$ cat config.mk
export PLATFORM = sky130hd
export DESIGN_NAME = adaptive_request_size_policy
export DESIGN_NICKNAME = d
export VERILOG_FILES = /design/src/sv/arsp_pkg.sv /design/src/sv/arsp_divider.sv /design/src/sv/adaptive_request_size_policy.sv
export SDC_FILE = /design/constraint.sdc
export NUM_CORES = 1
export LEC_CHECK = 0
export ABC_AREA = 1
export ABC_CLOCK_PERIOD_IN_PS = 4900
export BUFFER_PORTS_ARGS = -buffer_cell sky130_fd_sc_hd__buf_4
export CAP_MARGIN = 20
export CORE_MARGIN = 2
export CORE_UTILIZATION = 30
export DETAILED_ROUTE_END_ITERATION = 12
export SETUP_SLACK_MARGIN = 0.15
export SYNTH_ARGS = -nofsm -noshare
export SYNTH_HDL_FRONTEND = slang
export SYNTH_SLANG_ARGS = --single-unit
$ cat constraint.sdc
create_clock -name clk -period 4.9 [get_ports clk]
set_input_delay 0.49 -clock clk [delete_from_list [all_inputs] [get_ports clk]]
set_output_delay 0.49 -clock clk [all_outputs]
set_load 0.02 [all_outputs]
$ cat src/sv/arsp_pkg.sv
// ----------------------------------------------------------------------------
// Adaptive request-size policy package
// Shared constants, action codes, register indexes and sequencer states.
// ----------------------------------------------------------------------------
package arsp_pkg;

  localparam int SIZE_BITS_DEF = 16;
  localparam int BYTE_BITS_DEF = 32;
  localparam int CAP_BITS      = 32;
  localparam int COUNT_BITS    = 32;

  localparam logic [31:0] START_RESET    = 32'd300;
  localparam logic [31:0] LEAST_RESET    = 32'd1;
  localparam logic [31:0] GREATEST_RESET = 32'd1000;

  typedef enum logic [1:0] {
    ACT_RESTART = 2'd0,
    ACT_ASK     = 2'd1,
    ACT_OBSERVE = 2'd2
  } action_t;

  typedef enum logic [1:0] {
    REG_START    = 2'd0,
    REG_LEAST    = 2'd1,
    REG_GREATEST = 2'd2,
    REG_BUDGET   = 2'd3
  } reg_index_t;

  typedef enum logic [1:0] {
    ST_IDLE,
    ST_PER,
    ST_TGT,
    ST_OUT
  } state_t;

endpackage

$ cat src/sv/arsp_divider.sv
// ----------------------------------------------------------------------------
// Adaptive request-size policy divider
// Restoring divider, one quotient bit per cycle, shared by both divisions.
// ----------------------------------------------------------------------------
module arsp_divider #(
  parameter int W = 33
) (
  input  logic         clk,
  input  logic         rst,
  input  logic         start,
  input  logic [W-1:0] dividend,
  input  logic [W-1:0] divisor,
  output logic         busy,
  output logic         done,
  output logic [W-1:0] quotient
);

  localparam int CNT_BITS = $clog2(W + 1);

  logic [W:0]          rem;
  logic [W-1:0]        quo;
  logic [W-1:0]        dsr;
  logic [CNT_BITS-1:0] cnt;
  logic [W:0]          rem_shift;
  logic                fits;

  assign rem_shift = {rem[W-1:0], quo[W-1]};
  assign fits      = rem_shift >= {1'b0, dsr};
  assign quotient  = quo;

  always_ff @(posedge clk) begin
    if (rst) begin
      busy <= 1'b0;
      done <= 1'b0;
      cnt  <= '0;
    end else begin
      done <= 1'b0;
      if (start) begin
        busy <= 1'b1;
        cnt  <= CNT_BITS'(W);
      end else if (busy) begin
        cnt <= cnt - 1'b1;
        if (cnt == CNT_BITS'(1)) begin
          busy <= 1'b0;
          done <= 1'b1;
        end
      end
    end
  end

  always_ff @(posedge clk) begin
    if (start) begin
      rem <= '0;
      quo <= dividend;
      dsr <= divisor;
    end else if (busy) begin
      rem <= fits ? (rem_shift - {1'b0, dsr}) : rem_shift;
      quo <= {quo[W-2:0], fits};
    end
  end

endmodule

$ cat src/sv/adaptive_request_size_policy.sv
// ----------------------------------------------------------------------------
// Adaptive request-size policy
// Request-size limit with restart, ask and observe; a qualifying observe shrinks the limit.
// ----------------------------------------------------------------------------
// Restart, ask, unused codes and declined observes: result valid the cycle after
// the item is taken. A shrinking observe runs two divisions on one restoring
// divider of max(SIZE_BITS,BYTE_BITS)+1 bits, one bit a cycle. One item at a
// time; a new item is taken the cycle after the result is taken. Reset loads
// default registers, the clamped start limit and a zero shrink count.
module adaptive_request_size_policy #(
  parameter int SIZE_BITS = arsp_pkg::SIZE_BITS_DEF,
  parameter int BYTE_BITS = arsp_pkg::BYTE_BITS_DEF
) (
  input  logic                                    clk,
  input  logic                                    rst,
  input  logic                                    cfg_valid,
  output logic                                    cfg_ready,
  input  logic [1:0]                              cfg_index,
  input  logic [((SIZE_BITS > BYTE_BITS) ? SIZE_BITS : BYTE_BITS)-1:0] cfg_data,
  input  logic                                    in_valid,
  output logic                                    in_ready,
  input  logic [1:0]                              action,
  input  logic [arsp_pkg::CAP_BITS-1:0]           request_cap,
  input  logic [SIZE_BITS-1:0]                    docs_in_response,
  input  logic [BYTE_BITS-1:0]                    bytes_in_response,
  output logic                                    out_valid,
  input  logic                                    out_ready,
  output logic [SIZE_BITS-1:0]                    granted_size,
  output logic                                    did_shrink,
  output logic [SIZE_BITS-1:0]                    limit_now,
  output logic [arsp_pkg::COUNT_BITS-1:0]         shrink_total
);

  localparam int MAXW = (SIZE_BITS > BYTE_BITS) ? SIZE_BITS : BYTE_BITS;
  localparam int W    = MAXW + 1;
  localparam int CW   = arsp_pkg::CAP_BITS;

  localparam logic [SIZE_BITS-1:0] RST_START    = SIZE_BITS'(arsp_pkg::START_RESET);
  localparam logic [SIZE_BITS-1:0] RST_LEAST    = SIZE_BITS'(arsp_pkg::LEAST_RESET);
  localparam logic [SIZE_BITS-1:0] RST_GREATEST = SIZE_BITS'(arsp_pkg::GREATEST_RESET);
  localparam logic [SIZE_BITS-1:0] RST_LIMIT    = (RST_START < RST_LEAST) ? RST_LEAST :
                                                  (RST_START > RST_GREATEST) ? RST_GREATEST :
                                                  RST_START;

  arsp_pkg::state_t state, state_next;

  logic [SIZE_BITS-1:0]            start_lim;
  logic [SIZE_BITS-1:0]            least_lim;
  logic [SIZE_BITS-1:0]            greatest_lim;
  logic [BYTE_BITS-1:0]            budget;
  logic [SIZE_BITS-1:0]            limit;
  logic [arsp_pkg::COUNT_BITS-1:0] shrinks;

  logic                  div_start;
  logic [W-1:0]          div_dividend;
  logic [W-1:0]          div_divisor;
  logic                  div_busy;
  logic                  div_done;
  logic [W-1:0]          div_quot;

  logic                  in_take;
  logic                  obs_go;
  logic [SIZE_BITS-1:0]  restart_limit;
  logic [CW-1:0]         limit_cap;
  logic [SIZE_BITS-1:0]  ask_grant;
  logic [W-1:0]          ceiling;
  logic [W-1:0]          tgt_ceil;
  logic [SIZE_BITS-1:0]  shrunk_limit;

  assign cfg_ready = 1'b1;
  assign in_ready  = (state == arsp_pkg::ST_IDLE);
  assign in_take   = in_valid && in_ready;

  assign obs_go = (action == arsp_pkg::ACT_OBSERVE) && (budget != '0) &&
                  (bytes_in_response > budget) && (docs_in_response != '0) &&
                  (limit > least_lim);

  assign restart_limit = (start_lim < least_lim) ? least_lim :
                         (start_lim > greatest_lim) ? greatest_lim : start_lim;

  assign limit_cap = CW'(limit);
  assign ask_grant = ((request_cap != '0) && (request_cap < limit_cap)) ?
                     SIZE_BITS'(request_cap) : limit;

  assign ceiling      = W'(limit) - W'(1);
  assign tgt_ceil     = (div_quot > ceiling) ? ceiling : div_quot;
  assign shrunk_limit = (tgt_ceil < W'(least_lim)) ? least_lim : SIZE_BITS'(tgt_ceil);

  arsp_divider #(
    .W(W)
  ) u_div (
    .clk      (clk),
    .rst      (rst),
    .start    (div_start),
    .dividend (div_dividend),
    .divisor  (div_divisor),
    .busy     (div_busy),
    .done     (div_done),
    .quotient (div_quot)
  );

  always_comb begin
    state_next   = state;
    div_start    = 1'b0;
    div_dividend = W'(budget);
    div_divisor  = div_quot;
    case (state)
      arsp_pkg::ST_IDLE: begin
        div_dividend = W'(bytes_in_response) + W'(docs_in_response) - W'(1);
        div_divisor  = W'(docs_in_response);
        if (in_take) begin
          if (obs_go) begin
            div_start  = 1'b1;
            state_next = arsp_pkg::ST_PER;
          end else begin
            state_next = arsp_pkg::ST_OUT;
          end
        end
      end
      arsp_pkg::ST_PER: begin
        if (div_done) begin
          div_start  = 1'b1;
          state_next = arsp_pkg::ST_TGT;
        end
      end
      arsp_pkg::ST_TGT: begin
        if (div_done) begin
          state_next = arsp_pkg::ST_OUT;
        end
      end
      arsp_pkg::ST_OUT: begin
        if (out_ready) begin
          state_next = arsp_pkg::ST_IDLE;
        end
      end
      default: begin
        state_next = arsp_pkg::ST_IDLE;
      end
    endcase
  end

  always_ff @(posedge clk) begin
    if (rst) begin
      state <= arsp_pkg::ST_IDLE;
    end else begin
      state <= state_next;
    end
  end

  assign out_valid = (state == arsp_pkg::ST_OUT);

  always_ff @(posedge clk) begin
    if (rst) begin
      start_lim    <= RST_START;
      least_lim    <= RST_LEAST;
      greatest_lim <= RST_GREATEST;
      budget       <= '0;
    end else if (cfg_valid && cfg_ready) begin
      case (cfg_index)
        arsp_pkg::REG_START:    start_lim    <= cfg_data[SIZE_BITS-1:0];
        arsp_pkg::REG_LEAST:    least_lim    <= cfg_data[SIZE_BITS-1:0];
        arsp_pkg::REG_GREATEST: greatest_lim <= cfg_data[SIZE_BITS-1:0];
        arsp_pkg::REG_BUDGET:   budget       <= cfg_data[BYTE_BITS-1:0];
        default: begin
        end
      endcase
    end
  end

  always_ff @(posedge clk) begin
    if (rst) begin
      limit   <= RST_LIMIT;
      shrinks <= '0;
    end else if (in_take && action == arsp_pkg::ACT_RESTART) begin
      limit   <= restart_limit;
      shrinks <= '0;
    end else if (state == arsp_pkg::ST_TGT && div_done) begin
      limit <= shrunk_limit;
      if (shrinks != '1) begin
        shrinks <= shrinks + 1'b1;
      end
    end
  end

  always_ff @(posedge clk) begin
    if (in_take) begin
      did_shrink   <= 1'b0;
      limit_now    <= limit;
      shrink_total <= shrinks;
      case (action)
        arsp_pkg::ACT_RESTART: begin
          granted_size <= restart_limit;
          limit_now    <= restart_limit;
          shrink_total <= '0;
        end
        arsp_pkg::ACT_ASK: granted_size <= ask_grant;
        default:           granted_size <= limit;
      endcase
    end else if (state == arsp_pkg::ST_TGT && div_done) begin
      did_shrink   <= 1'b1;
      granted_size <= shrunk_limit;
      limit_now    <= shrunk_limit;
      shrink_total <= (shrinks != '1) ? shrinks + 1'b1 : shrinks;
    end
  end

`ifndef SYNTHESIS
  a_div_in_seq: assert property (@(posedge clk) disable iff (rst)
    div_busy |-> (state == arsp_pkg::ST_PER || state == arsp_pkg::ST_TGT))
    else $error("divider busy outside a division state");

  a_tgt_to_out: assert property (@(posedge clk) disable iff (rst)
    (state == arsp_pkg::ST_TGT && div_done) |=> out_valid && did_shrink)
    else $error("shrink result not presented");

  a_shrink_floor: assert property (@(posedge clk) disable iff (rst)
    (out_valid && did_shrink) |-> (limit_now >= least_lim && limit_now == limit))
    else $error("shrunk limit below least or not stored");

  a_no_take_busy: assert property (@(posedge clk) disable iff (rst)
    in_take |-> !out_valid && !div_busy)
    else $error("item taken while busy");
`endif

endmodule
Word-level counts from Yosys, hierarchy flattened
Index checks and enable logic that the tools add are counted.
{"block": "word_totals", "in_bits": 121, "ram_bits": 0, "latchBits": 0, "wordCells": 109, "output_inout_bits": 68, "romBits": 0, "reg_bits": 302, "n_memories": 0}
{"block": "classes", "div_mod_pow": 0, "add_sub_neg": 6, "mul": 0, "bitwise": 1, "shifts": 0, "n_eq_ne": 14, "muxes": 36, "n_reduce_logical": 25, "order_cmp": 8}
{"cell": "33-bit two-way mux", "count": 5}
{"cell": "16-bit two-way mux", "count": 10}
{"cell": "32-bit two-way mux", "count": 4}
{"cell": "32-bit nonzero test", "count": 2}
{"cell": "34-bit by 33-bit >= comparator with 1-bit output", "count": 1}
{"cell": "32-bit by 16-bit adder with 33-bit output", "count": 1}
{"cell": "33-bit greater-than comparator", "count": 1}
{"cell": "33-bit by 16-bit less-than comparator with 1-bit output", "count": 1}
{"cell": "33-bit by 1-bit subtractor with 33-bit output (second input constant)", "count": 1}
{"cell": "33-bit subtractor", "count": 1}
{"cell": "32-bit by 1-bit adder with 32-bit output (second input constant)", "count": 1}
{"cell": "16-bit greater-than comparator", "count": 2}
{"cell": "32-bit greater-than comparator", "count": 1}
{"cell": "32-bit by 16-bit less-than comparator with 1-bit output", "count": 1}
{"cell": "32-bit inequality test (second input constant)", "count": 1}
{"cell": "16-bit one-hot mux with 2 select lines", "count": 1}
{"cell": "16-bit by 1-bit subtractor with 17-bit output (second input constant)", "count": 1}
{"cell": "16-bit less-than comparator", "count": 1}
{"cell": "16-bit nonzero test", "count": 1}
{"cell": "6-bit two-way mux", "count": 2}
{"cell": "2-bit == test (second input constant)", "count": 5}
{"cell": "2-bit two-way mux", "count": 5}
{"cell": "1-bit logical AND", "count": 8}
{"cell": "2-bit by 1-bit inequality test with 1-bit output (second input constant)", "count": 4}
{"cell": "other kinds (13)", "count": 29}

Depth between registers and ports, before layout
Gate-level depths: netlist of run 1.
{"block": "depth", "depth_word": 9, "ltp_mapped": 41, "depth_no_buf": 39}

Hierarchy
Synthesis of run 1 repeated with hierarchy kept, for this count alone.
{"block": "unflattened", "hier_cells": 3312, "hier_area_um2": 23137.2}
{"mod": "adaptive_request_size_policy", "n_inst": 1, "seq_area_each_um2": 4544.4, "cells_each": 2286, "area_each_um2": 16105.4}
{"mod": "arsp_divider", "n_inst": 1, "seq_area_each_um2": 2802.7, "cells_each": 1026, "area_each_um2": 7031.7}

Least setup slack after synthesis of run 1
No wires, ideal clock.
{"block": "synth_timing", "kind": "flip-flop to flip-flop", "startpoint": "register limit[0]", "endpoint": "register granted_size[4] (data pin)", "required_time_ns": 4.630, "setup_ns": 0.270, "period_less_slack_ns": 4.773, "path_buffers": 2, "path_stages_with_launch": 34, "arrival_ns": 4.503, "path_slack_ns": 0.127, "cell_sequence": "dfxtp_1 -> clkinv_1 -> ha_1 -> nand2_2 -> nor2_4 -> nand2_2 -> nor2_4 -> nand3_1 -> nor3_2 -> nand3_1 -> ha_1 -> a21o_1 -> nor2_1 -> nand2_1 -> nand2_1 -> nand2_1 -> nor2_1 -> nand2_2 -> nand2_2 -> clkbuf_1 -> o21ai_0 -> ha_1 -> nand2_1 -> nor3_1 -> nand2_1 -> nor2_1 -> nand2_1 -> nand2_1 -> nand2_4 -> buf_4 -> nand3_2 -> nand2_1 -> nand2_1 -> o211ai_1"}
{"block": "synth_via", "elab_chain_len": 7, "elab_cells_between_ends": 11, "cone_classes": "1 x add/sub; 3 x order compare; 6 x mux; 1 x reduce/logical"}
{"item": "start: declaration", "line_no": "adaptive_request_size_policy.sv:51", "rtl": "logic [SIZE_BITS-1:0] limit;"}
{"item": "start signal: assignment", "line_no": "adaptive_request_size_policy.sv:175", "rtl": "limit <= restart_limit;"}
{"item": "start signal: assignment", "line_no": "adaptive_request_size_policy.sv:178", "rtl": "limit <= shrunk_limit;"}
{"item": "16-bit by 1-bit subtractor with 17-bit output", "line_no": "adaptive_request_size_policy.sv:85", "rtl": "assign ceiling = W'(limit) - W'(1);"}
{"item": "33-bit greater-than comparator", "line_no": "adaptive_request_size_policy.sv:86", "rtl": "assign tgt_ceil = (div_quot > ceiling) ? ceiling : div_quot;"}
{"item": "33-bit two-way mux", "line_no": "adaptive_request_size_policy.sv:86"}
{"item": "33-bit by 16-bit less-than comparator with 1-bit output", "line_no": "adaptive_request_size_policy.sv:87", "rtl": "assign shrunk_limit = (tgt_ceil < W'(least_lim)) ? least_lim : SIZE_BITS'(tgt_ceil);"}
{"item": "16-bit two-way mux", "line_no": "adaptive_request_size_policy.sv:87"}
{"item": "16-bit two-way mux", "line_no": "adaptive_request_size_policy.sv:199", "rtl": "end else if (state == arsp_pkg::ST_TGT && div_done) begin"}
{"item": "16-bit two-way mux (*)", "line_no": "adaptive_request_size_policy.sv:186", "rtl": "if (in_take) begin"}
{"item": "end signal: assignment", "line_no": "adaptive_request_size_policy.sv:192", "rtl": "granted_size <= restart_limit;"}
{"item": "end signal: assignment", "line_no": "adaptive_request_size_policy.sv:197", "rtl": "default: granted_size <= limit;"}
{"item": "end signal: assignment", "line_no": "adaptive_request_size_policy.sv:201", "rtl": "granted_size <= shrunk_limit;"}
{"item": "end: declaration", "line_no": "adaptive_request_size_policy.sv:28", "rtl": "output logic [SIZE_BITS-1:0] granted_size,"}
Mark *: on every way between the ends. The rest lies on a longest branch, timed or not. The select of a mux whose other input is x is not followed.
A chain may end at the register's enable or synchronous reset.

Final worst setup path of run 1
{"block": "layout_timing", "startpoint": "register limit[1]", "endpoint": "register limit_now[3] (data pin)"}
{"block": "layout_via", "elab_chain_len": 7}
{"item": "16-bit by 1-bit subtractor with 17-bit output (*)", "line_no": "adaptive_request_size_policy.sv:85"}
{"item": "33-bit greater-than comparator", "line_no": "adaptive_request_size_policy.sv:86"}
{"item": "33-bit two-way mux (*)", "line_no": "adaptive_request_size_policy.sv:86"}
{"item": "33-bit by 16-bit less-than comparator with 1-bit output", "line_no": "adaptive_request_size_policy.sv:87"}
{"item": "16-bit two-way mux (*)", "line_no": "adaptive_request_size_policy.sv:87"}
{"item": "16-bit two-way mux (*)", "line_no": "adaptive_request_size_policy.sv:199"}
{"item": "16-bit two-way mux (*)", "line_no": "adaptive_request_size_policy.sv:186"}
{"item": "end signal: assignment", "line_no": "adaptive_request_size_policy.sv:188", "rtl": "limit_now <= limit;"}
{"item": "end signal: assignment", "line_no": "adaptive_request_size_policy.sv:193", "rtl": "limit_now <= restart_limit;"}
{"item": "end signal: assignment", "line_no": "adaptive_request_size_policy.sv:202", "rtl": "limit_now <= shrunk_limit;"}
{"item": "end: declaration", "line_no": "adaptive_request_size_policy.sv:30", "rtl": "output logic [SIZE_BITS-1:0] limit_now,"}
Marks and branches as above.

==> impl_metrics.csv, run 1 <==
group,metric,value,unit
layout,insertedDiodeCount,0,
worst_hold_path,hold_path_depth,3,
timing,fin_tns_setup,-5.659,ps
cts,cts_buffer_depth,3,
layout,final_net_count,3638,
setup_path,max_stage_delay,360,ps
routing,drt-initial-drc-count,1423,
setup_path,criticalPathCategory,"reg2reg",
power,peakVddDrop,300.8,uV
power,p_per_area,350.3,nW/um2
placed_design,hpwlAfterDp,56.12,mm
power,p_leak,12.08,nW
synthesis,synthTopCellsByArea,"edfxtp_1 18%, dfxtp_1 15%, ha_1 13%",
setup_path,critical_path.endpoint_type,"flop",
worst_hold_path,holdCritPathClass,"in2reg",
floorplan,io_pins,189,
global_route,gr-total-overflow,0,
placed_design,port_buffers,187,
routing,viasPerCell,5.014,
global_route,grt_use_met1,24.63,%
cts,cts_tree,"yes",
synthesis,post-synth-top-area-cell,"edfxtp_1",
synthesis,syn_nets,3425,
outcome,violations,"setup timing",
layout,drive_gt1_share,13.99,%
cts,htree_levels,2,
synthesis,postSynth.asyncResetShare,0,%
cts,clkLatencyLatePin,590,ps
timing,relSlewSlack,31.51,%
global_route,grt_pass1_vias,20240,
floorplan,die_w,276.6,um
synthesis,synth_area,22290,um2
floorplan,die_area,76490,um2
routing,wl_per_cell,17.38,um
synthesis,synth_ff_type,"dfxtp_1",
outcome,outcome,"complete, but fails checks",
cts,clock_sinks,302,
setup_path,reg2reg_to,"limit_now[3]$_DFFE_PP_",
floorplan,die_h,276.6,um
global_route,grt_max_degree,100,
setup_path,rr_worst_depth,36,
synthesis,ys_warn_count,0,
routing,dr.pass1.iters,5,
flow_run,cap_violations,0,
global_route,use_met2,30.88,%
timing,fin_crit,4906,ps
synthesis,avgSynthCellArea,7.255,um2
floorplan,initial_core_util,30.44,%
synthesis,yosysSeqAreaShare,32.96,%
placed_design,gp_congestion,0.9310,
timing,hold_viol_final,0,
timing,setup_viol,1,
synthesis,yosysMostFrequentCell,"nand2_1",
layout,fillers,7656,
worst_hold_path,min_to,"start_lim[2]$_SDFFE_PP1P_",
timing,rsz0062_at_grt,"yes",
synthesis,synth_seq_cells,302,
global_route,gr-max-usage-layer,"met2",
floorplan,core_area,73210,um2
synthesis,synth_cells,3072,
timing,timing.final.crit_share,100.1,%
worst_hold_path,min_from,"cfg_data[2]",
synthesis,yosys.cell_types.count,57,
setup_path,reg2reg_from,"limit[1]$_SDFFE_PP0P_",
power,finalPower,9.497,mW
cts,clk_pin_slew,60,ps
global_route,antenna_found_initial,0,
timing,fmax,203.8,MHz
setup_path,cp_max_fo,6,
routing,drc_errors,0,
synthesis,synth_top_area_share,17.52,%
timing,skew,33.27,ps
setup_path,worst_setup_path_start_kind,"flop",
setup_path,reg2reg_slack,-6,ps
global_route,grt_pass1_wl,114.2,mm
routing,dr_total_vias,21440,
setup_path,cp.arrival,5220,ps
cts,cts-root-buf,"clkbuf_16",
routing,ant_nets,0,
synthesis,synth_commonest_cells,"607 x nand2_1, 441 x inv_1, 320 x o21ai_0, 268 x a21oi_1, 230 x ha_1",
global_route,grt_usage,18.66,%
timing,hold_ws,162.7,ps
routing,drt-total-wl,74.29,mm
placed_design,post-place-ws,51.11,ps
timing,maxSlewViolCount,0,
synthesis,synth_edf_count,130,
layout,syn_to_final_growth,21.66,%
cts,cts_made_buffers,40,
setup_path,crit_slowest_cell,"dfxtp_4",
floorplan,row_count,99,
global_route,met3_usage,2.949,%
setup_path,crit_required,5220,ps
timing,worstMarginPinSlew,1017,ps
timing,finalWorstSetupSlack,-5.659,ps
[registers in the layout, indices dropped and copies added (netlist names), 2 cells and up]
register	count
granted_size	16
u_div.dsr	33
state	2
u_div.rem	33
least_lim	16
u_div.cnt	6
start_lim	16
greatest_lim	16
shrinks	32
limit_now	16
u_div.quotient	33
budget	32
shrink_total	32
limit	16
[worst max-delay path, delay by kind of cell (launching register included)]
| kind | cells | cell delay [ps] |
|---|---|---|
| compound gates | 4 | 490 |
| buf+inv | 6 | 720 |
| flops | 1 | 360 |
| fa+ha+maj | 3 | 740 |
| simple gates | 23 | 2310 |
[where the power goes]
group          switching (mW)  internal [mW]  leakage (nW)  total [mW]
Sequential              0.192           3.02          2.62        3.21
Clock                    1.25           1.88         0.674        3.12
Combinational            2.05           1.11          8.79        3.16
[logic make-up (layout without fill, tap and decap cells)]
logic type | count (synthesis) | in the layout | synth area share [%]
AOI/OAI and AO/OA | 759 | 759 | 18.80
xor gates and xnor gates | 75 | 75 | 2.947
adders and majority gates | 232 | 232 | 13.09
buffers and inverters | 555 | 797 | 9.723
DFF | 302 | 302 | 32.96
other | 1 | 1 | 0.01683
and+or+nand+nor | 1148 | 1150 | 22.46
[layout make-up]
cell class	count	area [um2]	area share, %
Inverter	454	1712	6.313
Timing Repair Buffer	270	2178	8.034
Clock inverter	20	262.8	0.9690
Multi-Input combinational cell	2217	13300	49.05
Tap cell	959	1200	4.425
Sequential cell	302	7352	27.11
Clock buffer	53	1111	4.098
[cells in the final DEF (no fill, tap or decap), types with 8 or more instances in the layout]
| cell | synthesis | layout |
|---|---|---|
| nand3_2 | 5 | 18 |
| nor4_1 | 27 | 27 |
| o211ai_1 | 76 | 76 |
| o21a_1 | 8 | 8 |
| clkbuf_1 | 75 | 8 |
| o21ai_1 | 15 | 21 |
| dfxtp_1 | 172 | 170 |
| a21oi_1 | 268 | 266 |
| nand3_1 | 157 | 140 |
| inv_1 | 441 | 439 |
| nor3_1 | 43 | 41 |
| o21ai_0 | 320 | 308 |
| xnor2_1 | 23 | 23 |
| nand4_1 | 49 | 49 |
| nand2_1 | 607 | 585 |
| a21o_1 | 10 | 10 |
| a211oi_1 | 14 | 14 |
| clkbuf_16 | 0 | 45 |
| buf_4 | 5 | 256 |
| or2_2 | 15 | 15 |
| ha_4 | 0 | 13 |
| nor2_1 | 199 | 192 |
| o21bai_1 | 12 | 12 |
| nand2_4 | 1 | 8 |
| nand2_2 | 9 | 24 |
| xor2_1 | 52 | 51 |
| nand3b_1 | 11 | 11 |
| edfxtp_1 | 130 | 130 |
| ha_1 | 230 | 217 |
[routing by layer]
layer / part of all wire [%] / vias up / wire [um]
li1: - / 10850 / -
met1: 45 / 9898 / 33720
met2: 46 / 547 / 34240
met3: 5.1 / 146 / 3794
met4: 3.4 / 0 / 2532
met5: 0 / - / 0
[through the flow]
stage / utilization (%) / instances / instance area [um2]
floorplan: - / 3072 / 22290
global placement: 34.09 / 4178 / 24960
detailed placement: 34.09 / 4178 / 24960
CTS: 36.08 / 4256 / 26410
global route: 37.04 / 4275 / 27110
finish: 37.04 / 4275 / 27110
[worst max path at each step]
| stage | slack, ps | to | start | cells past startpoint |
|---|---|---|---|---|
| final | -6 | limit_now[3]$_DFFE_PP_ | limit[1]$_SDFFE_PP0P_ | 36 |
| after global routing | -360 | limit_now[3]$_DFFE_PP_ | limit[1]$_SDFFE_PP0P_ | 36 |
| after CTS | 120 | limit_now[1]$_DFFE_PP_ | limit[1]$_SDFFE_PP0P_ | 38 |
| after detailed placement | 50 | limit_now[2]$_DFFE_PP_ | limit[1]$_SDFFE_PP0P_ | 38 |
| after global placement | 110 | granted_size[2]$_DFFE_PP_ | limit[1]$_SDFFE_PP0P_ | 38 |
| after floorplan | 330 | granted_size[4]$_DFFE_PP_ | limit[0]$_SDFFE_PP0P_ | 33 |
[what timing repair did]
item | 4_1_cts | 5_1_grt
setup endpoints to repair | 32 | 48
pin swaps | 2 | 52
hold buffers | 0 | 0
buffers inserted | 3 | 14
gates resized for setup | 9 | 103
cloned | 2 | 6
Power figures use the tool's default switching activity.
==> inputs of run 2 (changes only) <==
--- a/config.mk
+++ b/config.mk
@@ -7,11 +7,11 @@
 export LEC_CHECK = 0
 export ABC_AREA = 1
 export ABC_CLOCK_PERIOD_IN_PS = 4900
-export BUFFER_PORTS_ARGS = -buffer_cell sky130_fd_sc_hd__buf_4
 export CAP_MARGIN = 20
 export CORE_MARGIN = 2
 export CORE_UTILIZATION = 30
 export DETAILED_ROUTE_END_ITERATION = 12
+export DONT_BUFFER_PORTS = 1
 export SETUP_SLACK_MARGIN = 0.15
 export SYNTH_ARGS = -nofsm -noshare
 export SYNTH_HDL_FRONTEND = slang
==> impl_metrics.csv, run 2 (same netlist as run 1, synthesis figures left out) <==
group,metric,value,unit
global_route,gr-total-overflow,0,
routing,ant_nets,0,
setup_path,cp_max_fo,7,
timing,relSlewSlack,29.74,%
routing,drc_errors,0,
placed_design,post-place-ws,-43.67,ps
timing,fin_crit,4869,ps
power,p_leak,11.21,nW
routing,dr_total_vias,20870,
timing,finalWorstSetupSlack,31.35,ps
floorplan,row_count,99,
global_route,grt_max_degree,90,
routing,drt-initial-drc-count,1788,
cts,clkLatencyLatePin,580,ps
setup_path,crit_required,5220,ps
power,peakVddDrop,248.2,uV
cts,clk_pin_slew,60,ps
floorplan,io_pins,189,
setup_path,crit_slowest_cell,"dfxtp_1",
floorplan,initial_core_util,30.44,%
setup_path,critical_path.endpoint_type,"flop",
routing,wl_per_cell,17.85,um
layout,final_cell_mix,"582 x nand2_1, 439 x inv_1, 306 x o21ai_0",
global_route,antenna_found_initial,0,
floorplan,core_area,73210,um2
layout,drive_gt1_share,9.140,%
layout,stdcell_count,4101,
timing,fin_tns_setup,0,ps
timing,hold_viol_final,0,
routing,drt-total-wl,73.21,mm
timing,skew,32.92,ps
floorplan,die_h,276.6,um
setup_path,criticalPathCategory,"reg2reg",
global_route,grt_usage,18.40,%
routing,dr.pass1.iters,5,
power,finalPower,9.017,mW
cts,cts_buffer_depth,3,
power,p_per_area,349.5,nW/um2
setup_path,worst_setup_path_start_kind,"flop",
floorplan,die_area,76490,um2
routing,viasPerCell,5.088,
placed_design,dp_cells,4002,
timing,maxSlewViolCount,0,
timing,worstMarginPinSlew,1050,ps
placed_design,port_buffers,0,
cts,cts-root-buf,"clkbuf_16",
layout,final_util,35.24,%
setup_path,cp.arrival,5190,ps
cts,htree_levels,2,
layout,syn_to_final_growth,15.76,%
layout,final_common_cell,"nand2_1",
cts,cts_tree,"yes",
floorplan,die_w,276.6,um
setup_path,cpMostUsedCell,"nand2_1",
timing,fmax,205.4,MHz
global_route,grt_pass1_vias,19580,
timing,rsz0062_at_grt,"yes",
cts,cts_made_buffers,39,
timing,timing.final.crit_share,99.36,%
outcome,outcome,"complete, no violations",
setup_path,max_stage_delay,370,ps
flow_run,cap_violations,0,
global_route,grt_pass1_wl,112.2,mm
worst_hold_path,holdCritPathClass,"in2reg",
cts,clock_sinks,302,
placed_design,gp_congestion,0.9347,
timing,setup_viol,0,
placed_design,hpwlAfterDp,56.15,mm
layout,final_net_count,3463,
run 2: worst max-delay path: cells and delay by family, from the launching register on:
family	cells	cell delay [ps]
buf+inv	4	560
simple gates	29	2950
fa+ha+maj	2	570
compound gates	2	160
flops	1	370
run 2: path summary, 6_finish.rpt:
kind | from | to | slack [ps] | cells past startpoint
worst max-delay path | limit[5]$_SDFFE_PP1P_ | granted_size[5]$_DFFE_PP_ | 30 | 37
worst min-delay path | cfg_data[2] | start_lim[2]$_SDFFE_PP1P_ | 50 | 2
worst max register to register | limit[5]$_SDFFE_PP1P_ | granted_size[5]$_DFFE_PP_ | 30 | 37
worst min register to register | u_div.rem[11]$_SDFFE_PP0P_ | u_div.rem[11]$_SDFFE_PP0P_ | 470 | 2
run 2: final cells by class:
class                      instances  area [um2]
fill                            7662       47410
clock buffer                      55        1112
antenna                            2       5.005
multi-input combinational       2220       13370
sequential                       302        7352
timing repair buffer              93       865.8
clock inverter                    16       183.9
inverter                         454        1712
tap                              959        1200
run 2: through the flow:
stage	hold WS, ps	area (um2)
after global routing	29.35	25800
after CTS	21.28	25130
after global placement	457.1	23670
after floorplan	439.4	22290
after detailed placement	458.4	23670
final	46.99	25800
run 2: power breakdown:
group | switching (mW) | leakage, nW | internal, mW | total, mW
Combinational | 1.74 | 7.96 | 0.878 | 2.62
Sequential | 0.423 | 2.62 | 3.03 | 3.45
Clock | 1.20 | 0.629 | 1.75 | 2.95
Total | 3.36 | 11.2 | 5.66 | 9.02
run 2: layer usage:
metal | routed length (um) | track usage [%] | part of all wire (%) | up-vias
met5 | 0 | 0 | 0 | -
met1 | 32030 | 23.77 | 44 | 9635
li1 | - | - | - | 10500
met3 | 5028 | 4.158 | 6.9 | 130
met4 | 2567 | 6.782 | 3.5 | 0
met2 | 33580 | 29.93 | 46 | 599
run 2: what timing repair did:
item,in CTS,in global routing
pin swaps,1,56
setup endpoints to repair,43,48
buffers inserted,4,11
resized for setup,22,98
endpoints found under the hold margin,3,0
hold buffers,1,0
gates cloned,4,5
